===== src/sv/tplc_pkg.sv =====
// ----------------------------------------------------------------------------
// tplc_pkg: shared types and constants for the thermal protected load controller
// Event codes, field widths, limits and the word layouts passed between the
// front end and the state update.
// ----------------------------------------------------------------------------
package tplc_pkg;

    // Field widths
    localparam int OP_W       = 3;
    localparam int TEMP_W     = 12;
    localparam int MA_W       = 16;
    localparam int STEP_W     = 8;
    localparam int CUR_W      = 12;
    localparam int CUTOFF_W   = 11;
    localparam int INTERVAL_W = 16;

    // Stream word widths (fields packed from bit 0, padded to whole bytes)
    localparam int S_TDATA_W  = 56;
    localparam int M_TDATA_W  = 32;

    // Configuration port
    localparam int CFG_ADDR_W = 2;
    localparam int CFG_DATA_W = 16;
    localparam logic [CFG_ADDR_W-1:0] CFG_CUTOFF   = 2'd0;
    localparam logic [CFG_ADDR_W-1:0] CFG_INTERVAL = 2'd1;

    localparam logic [CUTOFF_W-1:0]   CUTOFF_RESET   = 11'd600;
    localparam logic [INTERVAL_W-1:0] INTERVAL_RESET = 16'd100;

    // Current limits and encoder scaling
    localparam int MAX_CURRENT   = 4000;
    localparam int MIN_CURRENT   = 0;
    localparam int COARSE_FACTOR = 10;

    // Event codes
    localparam logic [OP_W-1:0] OP_TICK    = 3'd0;
    localparam logic [OP_W-1:0] OP_TEMPS   = 3'd1;
    localparam logic [OP_W-1:0] OP_SET     = 3'd2;
    localparam logic [OP_W-1:0] OP_ENABLE  = 3'd3;
    localparam logic [OP_W-1:0] OP_DISABLE = 3'd4;
    localparam logic [OP_W-1:0] OP_TOGGLE  = 3'd5;
    localparam logic [OP_W-1:0] OP_STEPS   = 3'd6;
    localparam logic [OP_W-1:0] OP_HELD    = 3'd7;

    // One input event
    typedef struct packed {
        logic [OP_W-1:0]          op;
        logic signed [TEMP_W-1:0] temp_a;
        logic signed [TEMP_W-1:0] temp_b;
        logic [MA_W-1:0]          setpoint_ma;
        logic signed [STEP_W-1:0] enc_steps;
        logic                     held_flag;
    } tplc_item_t;

    // One result word
    typedef struct packed {
        logic [CUR_W-1:0] dac_code;
        logic [CUR_W-1:0] set_current;
        logic             output_on;
        logic             fans_on;
        logic             emergency;
        logic             coarse_mode;
        logic             report_due;
    } tplc_result_t;

endpackage


===== src/sv/tplc_core.sv =====
// ----------------------------------------------------------------------------
// tplc_core: controller state and per-event update
// Holds the load, fan, shutdown, encoder and tick state and works out the
// state and result word that one event leaves behind in combinational logic.
// ----------------------------------------------------------------------------
module tplc_core
    import tplc_pkg::*;
(
    input  logic                  aclk,
    input  logic                  aresetn,
    input  logic                  step,
    input  tplc_item_t            item,
    input  logic [CUTOFF_W-1:0]   cutoff_tenths,
    input  logic [INTERVAL_W-1:0] report_interval,
    output tplc_result_t          result_next
);

    localparam int SUM_W = 18;
    localparam logic signed [SUM_W-1:0] COARSE_K = SUM_W'(COARSE_FACTOR);
    localparam logic signed [SUM_W-1:0] MAX_K    = SUM_W'(MAX_CURRENT);
    localparam logic signed [SUM_W-1:0] MIN_K    = SUM_W'(MIN_CURRENT);
    localparam logic signed [TEMP_W-1:0] FAN_ON_T  = TEMP_W'(30 * 16);
    localparam logic signed [TEMP_W-1:0] FAN_OFF_T = TEMP_W'(25 * 16);
    localparam logic [CUTOFF_W-1:0] DEG_SCALE = CUTOFF_W'(10);

    // State; the encoder total always equals the accepted setpoint
    logic                  enabled_reg,  enabled_next;
    logic [CUR_W-1:0]      setpoint_reg, setpoint_next;
    logic                  fan_reg,      fan_next;
    logic                  latch_reg,    latch_next;
    logic                  coarse_reg,   coarse_next;
    logic                  held_reg,     held_next;
    logic [INTERVAL_W-1:0] tick_reg,     tick_next;
    logic                  report;

    logic signed [SUM_W-1:0] set_ma;
    logic signed [SUM_W-1:0] steps_ext;
    logic signed [SUM_W-1:0] steps_scaled;
    logic signed [SUM_W-1:0] enc_sum;
    logic signed [SUM_W-1:0] enc_floor;
    logic [CUTOFF_W-1:0]     deg_a_x10;
    logic [CUTOFF_W-1:0]     deg_b_x10;
    logic                    hot_a, hot_b;
    logic [INTERVAL_W-1:0]   tick_inc;

    // Clamp to the current range, maximum tested first
    function automatic logic [CUR_W-1:0] clamp_current(input logic signed [SUM_W-1:0] v);
        logic [CUR_W-1:0] r;
        if (v > MAX_K) begin
            r = CUR_W'(MAX_CURRENT);
        end else if (v < MIN_K) begin
            r = CUR_W'(MIN_CURRENT);
        end else begin
            r = v[CUR_W-1:0];
        end
        return r;
    endfunction

    // Operand preparation
    assign set_ma       = SUM_W'({2'b00, item.setpoint_ma});
    assign steps_ext    = SUM_W'(item.enc_steps);
    assign steps_scaled = coarse_reg ? (steps_ext * COARSE_K) : steps_ext;
    assign enc_sum      = $signed(SUM_W'({6'b0, setpoint_reg})) + steps_scaled;
    assign enc_floor    = enc_sum[SUM_W-1] ? MIN_K : enc_sum;

    // Whole degrees times ten against the cutoff; negative never trips
    assign deg_a_x10 = CUTOFF_W'({4'b0, item.temp_a[TEMP_W-2:4]}) * DEG_SCALE;
    assign deg_b_x10 = CUTOFF_W'({4'b0, item.temp_b[TEMP_W-2:4]}) * DEG_SCALE;
    assign hot_a     = !item.temp_a[TEMP_W-1] && (deg_a_x10 > cutoff_tenths);
    assign hot_b     = !item.temp_b[TEMP_W-1] && (deg_b_x10 > cutoff_tenths);

    assign tick_inc = tick_reg + INTERVAL_W'(1);

    // Event decode
    always_comb begin
        enabled_next  = enabled_reg;
        setpoint_next = setpoint_reg;
        fan_next      = fan_reg;
        latch_next    = latch_reg;
        coarse_next   = coarse_reg;
        held_next     = held_reg;
        tick_next     = tick_reg;
        report        = 1'b0;
        unique case (item.op)
            OP_TICK: begin
                tick_next = tick_inc;
                if ((report_interval != '0) && (report_interval == tick_inc)) begin
                    tick_next = '0;
                    report    = 1'b1;
                end
            end
            OP_TEMPS: begin
                if ((item.temp_a > FAN_ON_T) || (item.temp_b > FAN_ON_T)) begin
                    fan_next = 1'b1;
                end
                if ((item.temp_a < FAN_OFF_T) && (item.temp_b < FAN_OFF_T)) begin
                    fan_next = 1'b0;
                end
                if (hot_a || hot_b) begin
                    enabled_next = 1'b0;
                    latch_next   = 1'b1;
                end
            end
            OP_SET: begin
                setpoint_next = clamp_current(set_ma);
            end
            OP_ENABLE: begin
                enabled_next = 1'b1;
                latch_next   = 1'b0;
            end
            OP_DISABLE: begin
                enabled_next = 1'b0;
            end
            OP_TOGGLE: begin
                enabled_next = !enabled_reg;
                if (!enabled_reg) begin
                    latch_next = 1'b0;
                end
            end
            OP_STEPS: begin
                setpoint_next = clamp_current(enc_floor);
            end
            OP_HELD: begin
                if (item.held_flag) begin
                    if (!held_reg) begin
                        coarse_next = !coarse_reg;
                        held_next   = 1'b1;
                    end
                end else begin
                    held_next = 1'b0;
                end
            end
            default: begin
            end
        endcase
    end

    // Result reflects the state after the event
    always_comb begin
        result_next.dac_code    = enabled_next ? setpoint_next : '0;
        result_next.set_current = setpoint_next;
        result_next.output_on   = enabled_next;
        result_next.fans_on     = fan_next;
        result_next.emergency   = latch_next;
        result_next.coarse_mode = coarse_next;
        result_next.report_due  = report;
    end

    // State registers
    always_ff @(posedge aclk) begin
        if (!aresetn) begin
            enabled_reg  <= 1'b0;
            setpoint_reg <= '0;
            fan_reg      <= 1'b0;
            latch_reg    <= 1'b0;
            coarse_reg   <= 1'b1;
            held_reg     <= 1'b0;
            tick_reg     <= '0;
        end else if (step) begin
            enabled_reg  <= enabled_next;
            setpoint_reg <= setpoint_next;
            fan_reg      <= fan_next;
            latch_reg    <= latch_next;
            coarse_reg   <= coarse_next;
            held_reg     <= held_next;
            tick_reg     <= tick_next;
        end
    end

endmodule


===== src/sv/thermal_protected_load_controller.sv =====
// Path: an accepted event word waits in the input register; its result word
// then waits in the result register.
// Throughput: one event word per cycle unless m_tready stalls results; the whole
// state update is one pass of logic between the input and result registers.
// Reset (aresetn low, synchronous): state and both stages clear, configuration
// returns to cutoff 600 tenths and report interval 100.
// ----------------------------------------------------------------------------
// thermal_protected_load_controller: event-driven electronic load controller
// Stream in one event word, stream out one status word per event; thermal
// shutdown, fan hysteresis, setpoint clamping, encoder scaling and reporting.
// ----------------------------------------------------------------------------
module thermal_protected_load_controller
    import tplc_pkg::*;
(
    input  logic                  aclk,
    input  logic                  aresetn,
    // event channel
    input  logic                  s_tvalid,
    output logic                  s_tready,
    // temp_a[11:0], temp_b[23:12], setpoint_ma[39:24], enc_steps[47:40],
    // held_flag[48], zero[55:49]
    input  logic [S_TDATA_W-1:0]  s_tdata,
    // operation[2:0]
    input  logic [OP_W-1:0]       s_tuser,
    // result channel
    output logic                  m_tvalid,
    input  logic                  m_tready,
    // dac_code[11:0], set_current[23:12], output_on[24], fans_on[25],
    // emergency[26], coarse_mode[27], report_due[28], zero[31:29]
    output logic [M_TDATA_W-1:0]  m_tdata,
    // configuration writes
    input  logic                  cfg_wr_en,
    input  logic [CFG_ADDR_W-1:0] cfg_addr,
    input  logic [CFG_DATA_W-1:0] cfg_wdata
);

    logic                  in_valid_reg;
    tplc_item_t            in_item_reg;
    tplc_item_t            in_item;
    logic                  out_valid_reg;
    tplc_result_t          result_reg;
    tplc_result_t          result_next;
    logic [CUTOFF_W-1:0]   cutoff_reg;
    logic [INTERVAL_W-1:0] interval_reg;
    logic                  s_accept;
    logic                  advance;

    // Unpack the event word
    always_comb begin
        in_item.op          = s_tuser;
        in_item.temp_a      = s_tdata[11:0];
        in_item.temp_b      = s_tdata[23:12];
        in_item.setpoint_ma = s_tdata[39:24];
        in_item.enc_steps   = s_tdata[47:40];
        in_item.held_flag   = s_tdata[48];
    end

    // Handshake: the input stage drains whenever the result stage is free
    assign advance  = in_valid_reg && (!out_valid_reg || m_tready);
    assign s_tready = !in_valid_reg || advance;
    assign s_accept = s_tvalid && s_tready;

    // Configuration registers
    always_ff @(posedge aclk) begin
        if (!aresetn) begin
            cutoff_reg   <= CUTOFF_RESET;
            interval_reg <= INTERVAL_RESET;
        end else if (cfg_wr_en) begin
            if (cfg_addr == CFG_CUTOFF) begin
                cutoff_reg <= cfg_wdata[CUTOFF_W-1:0];
            end
            if (cfg_addr == CFG_INTERVAL) begin
                interval_reg <= cfg_wdata[INTERVAL_W-1:0];
            end
        end
    end

    // Input register
    always_ff @(posedge aclk) begin
        if (!aresetn) begin
            in_valid_reg <= 1'b0;
        end else if (s_accept) begin
            in_valid_reg <= 1'b1;
        end else if (advance) begin
            in_valid_reg <= 1'b0;
        end
    end

    always_ff @(posedge aclk) begin
        if (s_accept) begin
            in_item_reg <= in_item;
        end
    end

    // State update
    tplc_core u_core (
        .aclk            (aclk),
        .aresetn         (aresetn),
        .step            (advance),
        .item            (in_item_reg),
        .cutoff_tenths   (cutoff_reg),
        .report_interval (interval_reg),
        .result_next     (result_next)
    );

    // Result register
    always_ff @(posedge aclk) begin
        if (!aresetn) begin
            out_valid_reg <= 1'b0;
        end else if (advance) begin
            out_valid_reg <= 1'b1;
        end else if (m_tready) begin
            out_valid_reg <= 1'b0;
        end
    end

    always_ff @(posedge aclk) begin
        if (advance) begin
            result_reg <= result_next;
        end
    end

    assign m_tvalid = out_valid_reg;
    assign m_tdata  = {3'b000, result_reg.report_due, result_reg.coarse_mode,
                       result_reg.emergency, result_reg.fans_on, result_reg.output_on,
                       result_reg.set_current, result_reg.dac_code};

`ifndef SYNTHESIS
    // Drive code follows the setpoint only while the output is on
    a_dac_follows: assert property (@(posedge aclk) disable iff (!aresetn)
        out_valid_reg |-> (result_reg.dac_code ==
                           (result_reg.output_on ? result_reg.set_current : '0)))
        else $error("dac_code inconsistent with output_on/set_current");

    // A latched shutdown never coexists with an enabled output
    a_latch_off: assert property (@(posedge aclk) disable iff (!aresetn)
        out_valid_reg |-> !(result_reg.emergency && result_reg.output_on))
        else $error("emergency latched while output on");

    // Setpoint stays within the current range
    a_set_range: assert property (@(posedge aclk) disable iff (!aresetn)
        out_valid_reg |-> (result_reg.set_current <= CUR_W'(MAX_CURRENT)))
        else $error("set_current above maximum");

    // Only tick events can raise a report
    a_report_tick: assert property (@(posedge aclk) disable iff (!aresetn)
        (advance && (in_item_reg.op != OP_TICK)) |=> !result_reg.report_due)
        else $error("report_due on a non-tick event");
`endif

endmodule


===== config.mk =====
export PLATFORM = sky130hd
export DESIGN_NAME = thermal_protected_load_controller
export DESIGN_NICKNAME = d
export VERILOG_FILES = /design/src/sv/tplc_pkg.sv /design/src/sv/tplc_core.sv /design/src/sv/thermal_protected_load_controller.sv
export SDC_FILE = /design/constraint.sdc
export NUM_CORES = 1
export LEC_CHECK = 0
export ABC_AREA = 1
export BUFFER_PORTS_ARGS = -buffer_cell sky130_fd_sc_hd__buf_4
export CAP_MARGIN = 25
export CORE_MARGIN = 3
export CORE_UTILIZATION = 53
export DETAILED_ROUTE_END_ITERATION = 12
export GPL_ROUTABILITY_DRIVEN = 0
export PLACE_DENSITY_LB_ADDON = 0.05
export SLEW_MARGIN = 20
export SYNTH_ARGS = -nofsm -noshare
export SYNTH_HDL_FRONTEND = slang
export SYNTH_SLANG_ARGS = --single-unit

===== constraint.sdc =====
create_clock -name aclk -period 3.6 [get_ports aclk]
set_input_delay 0 -clock aclk [delete_from_list [all_inputs] [get_ports aclk]]
set_output_delay 0 -clock aclk [all_outputs]
set_load 0.02 [all_outputs]

Yosys cells after proc, flatten, opt, wreduce, memory -nomap -nowiden
Index checks and enable logic that the tools add are counted.
{ "totals": {"reg_bits": 143, "inputBits": 82, "out_inout_bits": 34, "word_cells": 98} }
{ "op_classes": {"add_sub_neg": 2, "n_mul": 3, "magnitude_cmp": 10, "eq_ne": 9, "n_mux": 25, "n_reduce_logical": 25} }
{ "ops": {"columns": ["cell", "count"], "rows": [
  ["12-bit two-way mux", 4],
  ["12-bit by 10-bit greater-than comparator with 1-bit output (second input constant)", 2],
  ["12-bit by 10-bit < comparator with 1-bit output (second input constant)", 2],
  ["12-bit one-hot mux with 2 select lines", 1],
  ["11-bit greater-than comparator", 2],
  ["7-bit by 3-bit multiplier with 10-bit output (second input constant)", 2],
  ["13-bit by 18-bit adder with 18-bit output", 1],
  ["18-bit by 13-bit greater-than comparator with 1-bit output (second input constant)", 1],
  ["18-bit by 1-bit < comparator with 1-bit output (second input constant)", 1],
  ["18-bit two-way mux", 1],
  ["17-bit two-way mux", 1],
  ["16-bit by 1-bit adder with 16-bit output (second input constant)", 1],
  ["16-bit == test", 1],
  ["16-bit by 12-bit greater-than comparator with 1-bit output (second input constant)", 1],
  ["16-bit by 1-bit < comparator with 1-bit output (second input constant)", 1],
  ["16-bit two-way mux", 1],
  ["16-bit nonzero test", 1],
  ["1-bit two-way mux", 15],
  ["3-bit == test (second input constant)", 4],
  ["8-bit by 4-bit multiplier with 12-bit output (second input constant)", 1],
  ["2-bit AND reduction", 4],
  ["3-bit by 2-bit == test with 1-bit output (second input constant)", 2],
  ["1-bit logical AND", 6],
  ["1-bit logical NOT", 6],
  ["other kinds (8)", 12]
]} }

Longest topological paths before layout
{ "logic_depth": {"depth_word": 8, "depth_mapped": 25, "depth_no_buf": 25} }

Modules after synthesis
From an unflattened synthesis, not the netlist that was laid out.
{ "hier_totals": {"cells_unflattened": 1100, "area_unflattened_um2": 8732.1} }
{ "modules_own_cells": {"columns": ["module", "instances", "cells_per_inst", "area_per_inst_um2", "seq_area_each_um2"], "rows": [
  ["tplc_core", 1, 839, 5066.1, 660.6],
  ["thermal_protected_load_controller", 1, 261, 3666.0, 3012.9]
]} }

Worst setup path after synthesis
OpenSTA, ideal clock, no wires.
{ "synth_path": {"path_kind": "register to register", "from": "register in_item_reg[4] (netlist bit)", "to": "register result_reg (netlist bit m_tdata[11]), data pin", "setup_time_ns": 0.260, "arrival_ns": 3.297, "t_required_ns": 3.340, "slack_ns": 0.043, "stages_incl_launch_ff": 24, "period_less_slack_ns": 3.557, "path_cell_list": "edfxtp_1 ha_1 ha_1 inv_1 fa_1 inv_1 a31oi_1 xor2_1 o21bai_1 inv_1 ha_1 nand2_1 inv_1 a21oi_1 nand3_1 nand2_1 nand2_1 nor2_2 inv_1 nand2_1 nand2_1 nand2_2 buf_6 a21oi_2"} }
{ "synth_via": {"elab_chain_cells": 8, "word_cells_on_any_way": 9} }
{ "synth_lines": {"columns": ["element", "line", "text"], "rows": [
  ["start: declaration", "thermal_protected_load_controller.sv:38", "tplc_item_t in_item_reg;"],
  ["start signal: assignment", "thermal_protected_load_controller.sv:91", "in_item_reg <= in_item;"],
  ["8-bit by 4-bit multiplier with 12-bit output", "tplc_core.sv:62", "assign steps_scaled = coarse_reg ? (steps_ext * COARSE_K) : steps_ext;"],
  ["18-bit two-way mux *", "tplc_core.sv:62", null],
  ["13-bit by 18-bit adder with 18-bit output *", "tplc_core.sv:63", "assign enc_sum = $signed(SUM_W'({6'b0, setpoint_reg})) + steps_scaled;"],
  ["17-bit two-way mux *", "tplc_core.sv:64", "assign enc_floor = enc_sum[SUM_W-1] ? MIN_K : enc_sum;"],
  ["18-bit by 1-bit < comparator with 1-bit output", "tplc_core.sv:51", "end else if (v < MIN_K) begin"],
  ["12-bit two-way mux", "tplc_core.sv:51", null],
  ["12-bit two-way mux *", "tplc_core.sv:49", "if (v > MAX_K) begin"],
  ["12-bit one-hot mux with 2 select lines *", "tplc_core.sv:84", "unique case (item.op)"],
  ["end signal: assignment", "thermal_protected_load_controller.sv:119", "result_reg <= result_next;"],
  ["end: declaration", "thermal_protected_load_controller.sv:41", "tplc_result_t result_reg;"]
]} }
Mark *: on every way between the ends. The rest lies on a longest branch, timed or not.
A chain may end at the register's enable or synchronous reset.

==> metrics.csv <==
stage,metric,value,unit
outcome,status,finished with violations,
outcome,failing_checks,setup timing,
sta,slew_violations,0,
layout,layout.cell_area.non_filler,12100,sq um
critical_path,critPathMaxStageDelay,0.45,ns
logic_synthesis,synth_seq_cells,143,
sta,tns,-2.51,ns
logic_synthesis,postSynthAreaPerCell,8.15,sq um
global_route,first_pass_grt_wire_length,36.5,mm
critical_path,timing.critical_path.max_delay_family,simple AND/OR/NAND/NOR gates,
logic_synthesis,synth-xor-area-share,3.02,%
sta,final_period_minus_worst_setup_slack,3.73,ns
critical_path,worst_path_max_delay_cell,sky130_fd_sc_hd__edfxtp_1,
floorplanning,die_width,134,microns
logic_synthesis,ys.warnings.count,0,
critical_path,critPathKind,flop to flop,
logic_synthesis,synth_top_family_by_area,simple AND/OR/NAND/NOR gates,
sta,setup_repair_after_global_routing_missed_its_margin,true,
logic_synthesis,synth_simple_gate_area_share,24.8,%
clock_tree,cts-htree-levels,4,
hold_path,hold_path_class,input port to flop,
power,irDropWorstVdd,410,uV
sta,max-slew-margin-rel,40.9,%
sta,layout_setup_ws,-0.127,ns
clock_tree,cts.reportedPaths.clkPinSlew,0.07,ns
logic_synthesis,yosysTopAreaCellShare,27.8,%
placed_design,hpwl,15.6,mm
global_route,globalRouteTotalUtil,25.1,%
sta,hold_slack,0.0878,ns
critical_path,worst_setup_path_end_kind,flop,
logic_synthesis,synth_compound_gate_area_share,11.6,%
sta,final_hold_viol_count,0,
floorplanning,floorplan.initialDensity,54.6,%
logic_synthesis,yosys-top-cells-area,"sky130_fd_sc_hd__edfxtp_1, sky130_fd_sc_hd__dfxtp_1, sky130_fd_sc_hd__nand2_1, sky130_fd_sc_hd__ha_1, sky130_fd_sc_hd__inv_1",
route,dr_total_vias,7972,
logic_synthesis,mappedNetlistArea,8740,sq um
job,timing.max_cap.violations,0,
clock_tree,clock_sinks,143,
route,drt.antenna.violating_nets,0,
sta,skew,0.0120,ns
global_route,overflow,0,
clock_tree,ctsLongestPathBuffers,2,
floorplanning,placeableCoreArea,16000,sq um
power,power.leakage,5.45,nW
floorplanning,die_area,18100,sq um
route,wire_per_inst,14.9,microns
critical_path,critPathMaxFanout,6,
clock_tree,cts_tree,yes,
logic_synthesis,adder_cell_share_of_the_synthesized_area,10.4,%
layout,layout_common_cells,"sky130_fd_sc_hd__nand2_1, sky130_fd_sc_hd__buf_4, sky130_fd_sc_hd__inv_1",
floorplanning,io_pins,116,
logic_synthesis,synth_top_flop_cell,sky130_fd_sc_hd__edfxtp_1,
route,drt-initial-drc-count,455,
clock_tree,numCtsBuffers,17,
critical_path,crit_arrival,4.05,ns
placed_design,portBuffers,105,
sta,finalCritPeriodShare,104,%
power,power.total,4.92,mW
logic_synthesis,synthesis.instances,1073,
logic_synthesis,async_flop_share,0,%
critical_path,worst_ep_required_time,3.92,ns
route,postRouteWirelength,23.0,mm
layout,count_of_inserted_antenna_diode_cells,0,
sta,timing.fmax,0.268,GHz
logic_synthesis,seq_total_area_yosys,42.0,%
route,drt_pre_antenna_iters,5,
global_route,grt_max_degree,53,
layout,final_common_cell,sky130_fd_sc_hd__nand2_1,
critical_path,timing.critical_path.buf_inv,6,
sta,timing.final.setup_violations,31,
layout,num-nets-final,1464,
logic_synthesis,synth.largest_area_cell,sky130_fd_sc_hd__edfxtp_1,
clock_tree,clockRootBuffer,sky130_fd_sc_hd__clkbuf_16,
route,post-route-drc-count,0,
logic_synthesis,synth.lib_cells_used.distinct,53,
floorplanning,core.rowCount,46,
global_route,grt_pass1_vias,7548,
layout,largest_register_ff_count,52,
route,routed_via_density,5.17,
critical_path,critical_path.startpoint_type,flop,
sta,tightest_slew,0.886,ns
floorplanning,die_y,134,microns
logic_synthesis,mux_cell_area_share_after_synthesis,0,%
clock_tree,clock_latency,0.43,ns
global_route,initial_antenna_violation_count,0,
placed_design,dpl-instance-area,9990,sq um
logic_synthesis,synth-edff-count,81,
layout,drive_above_1_share,27.2,%
power,power-per-cell-area,406,nW/um^2
layout,area.growth.synth_to_final,38.4,%
per-layer routing:
layer / vias to the layer above / part of all wire (%) / global-route usage [%] / routed length (microns)
met5: - / 0 / 0 / 0
met4: 0 / 1.7 / 7.41 / 389
met3: 33 / 5.9 / 5.21 / 1350
met2: 239 / 48 / 40.1 / 11000
met1: 3664 / 45 / 34.5 / 10200
li1: 4036 / - / - / -
final cells by class:
class,count,area [sq um]
Clock buffer,17,425
Clock inverter,15,165
Fill cell,1189,3900
Inverter,158,593
Multi-Input combinational cell,750,4880
Sequential cell,143,3670
Tap cell,216,270
Timing Repair Buffer,242,2100
power by group:
group / switching [mW] / internal (mW)
Sequential: 0.0573 / 1.82
Clock: 0.776 / 0.985
Combinational: 0.687 / 0.588
logic make-up after synthesis:
group	count (synthesis)
compound gates	172
flops	143
buf+inv	182
simple gates	478
other cells	1
fa+ha+maj	70
xor+xnor	27
synth_stat cells, types with 4 or more instances:
master                     instances
sky130_fd_sc_hd__a21oi_2          18
sky130_fd_sc_hd__nand4_1          18
sky130_fd_sc_hd__fa_1              4
sky130_fd_sc_hd__nand2_1         225
sky130_fd_sc_hd__xnor2_1           8
sky130_fd_sc_hd__ha_1             66
sky130_fd_sc_hd__nor2_2            4
sky130_fd_sc_hd__nand2_2          21
sky130_fd_sc_hd__o211ai_1          9
sky130_fd_sc_hd__a21oi_1          76
sky130_fd_sc_hd__nand3b_1          8
sky130_fd_sc_hd__nor4_1            5
sky130_fd_sc_hd__o21ai_0          49
sky130_fd_sc_hd__clkbuf_1         17
sky130_fd_sc_hd__nor2_1          110
sky130_fd_sc_hd__nor3_1            8
sky130_fd_sc_hd__inv_1           149
sky130_fd_sc_hd__edfxtp_1         81
sky130_fd_sc_hd__dfxtp_1          62
sky130_fd_sc_hd__nand3_1          56
sky130_fd_sc_hd__o21bai_1          4
sky130_fd_sc_hd__nand3_2           5
sky130_fd_sc_hd__xor2_1           17
sky130_fd_sc_hd__inv_2             8
stage by stage:
step	instances	utilization [%]	worst slack, ns
2_1_floorplan	1075	-	0.0426
3_3_place_gp	1410	62.4	-0.0970
3_5_place_dp	1410	62.4	-0.196
4_1_cts	1532	72.7	-0.0586
5_1_grt	1541	75.6	-0.298
6_report	1541	75.6	-0.127
worst reg2reg max path: stages, from the launching register on:
cell and delay (ns):
sky130_fd_sc_hd__edfxtp_1 0.45, sky130_fd_sc_hd__buf_6 0.16, sky130_fd_sc_hd__ha_4 0.27, sky130_fd_sc_hd__ha_4 0.21
sky130_fd_sc_hd__a21oi_2 0.15, sky130_fd_sc_hd__nand2_1 0.11, sky130_fd_sc_hd__nand2_1 0.10, sky130_fd_sc_hd__a21oi_2 0.06
sky130_fd_sc_hd__nor2_2 0.12, sky130_fd_sc_hd__nor2_1 0.05, sky130_fd_sc_hd__o21ai_1 0.14, sky130_fd_sc_hd__xor2_1 0.10
sky130_fd_sc_hd__ha_1 0.36, sky130_fd_sc_hd__inv_2 0.06, sky130_fd_sc_hd__buf_4 0.14, sky130_fd_sc_hd__nor2_2 0.10
sky130_fd_sc_hd__nand2_1 0.07, sky130_fd_sc_hd__nand2_2 0.07, sky130_fd_sc_hd__nor2_4 0.05, sky130_fd_sc_hd__nor2_2 0.14
sky130_fd_sc_hd__nand3_2 0.12, sky130_fd_sc_hd__buf_6 0.16, sky130_fd_sc_hd__buf_4 0.14, sky130_fd_sc_hd__nand3_4 0.07
sky130_fd_sc_hd__nand2_4 0.06, sky130_fd_sc_hd__o21ai_1 0.13, sky130_fd_sc_hd__inv_1 0.05
worst paths after layout:
check,depth (start not counted),end,startpoint,slack (ns)
setup reg to reg,26,u_core.setpoint_reg[3]$_SDFFE_PN0P_,in_item_reg[4]$_DFFE_PP_,-0.13
hold / removal,4,interval_reg[6]$_SDFFE_PN1P_,cfg_addr[0],0.09
hold reg to reg,2,u_core.fan_reg$_SDFFE_PN0P_,u_core.fan_reg$_SDFFE_PN0P_,0.47
setup / recovery,26,u_core.setpoint_reg[3]$_SDFFE_PN0P_,in_item_reg[4]$_DFFE_PP_,-0.13
what timing repair did:
action / in CTS / in global routing
cloned: 1 / 0
endpoints found under the setup margin: 34 / 38
endpoints found under the hold margin: 84 / 0
pin swaps: 28 / 53
gates resized for setup: 40 / 85
setup buffers: 9 / 9
hold buffers: 80 / 0
No activity file was read; power rests on OpenSTA's default activity.
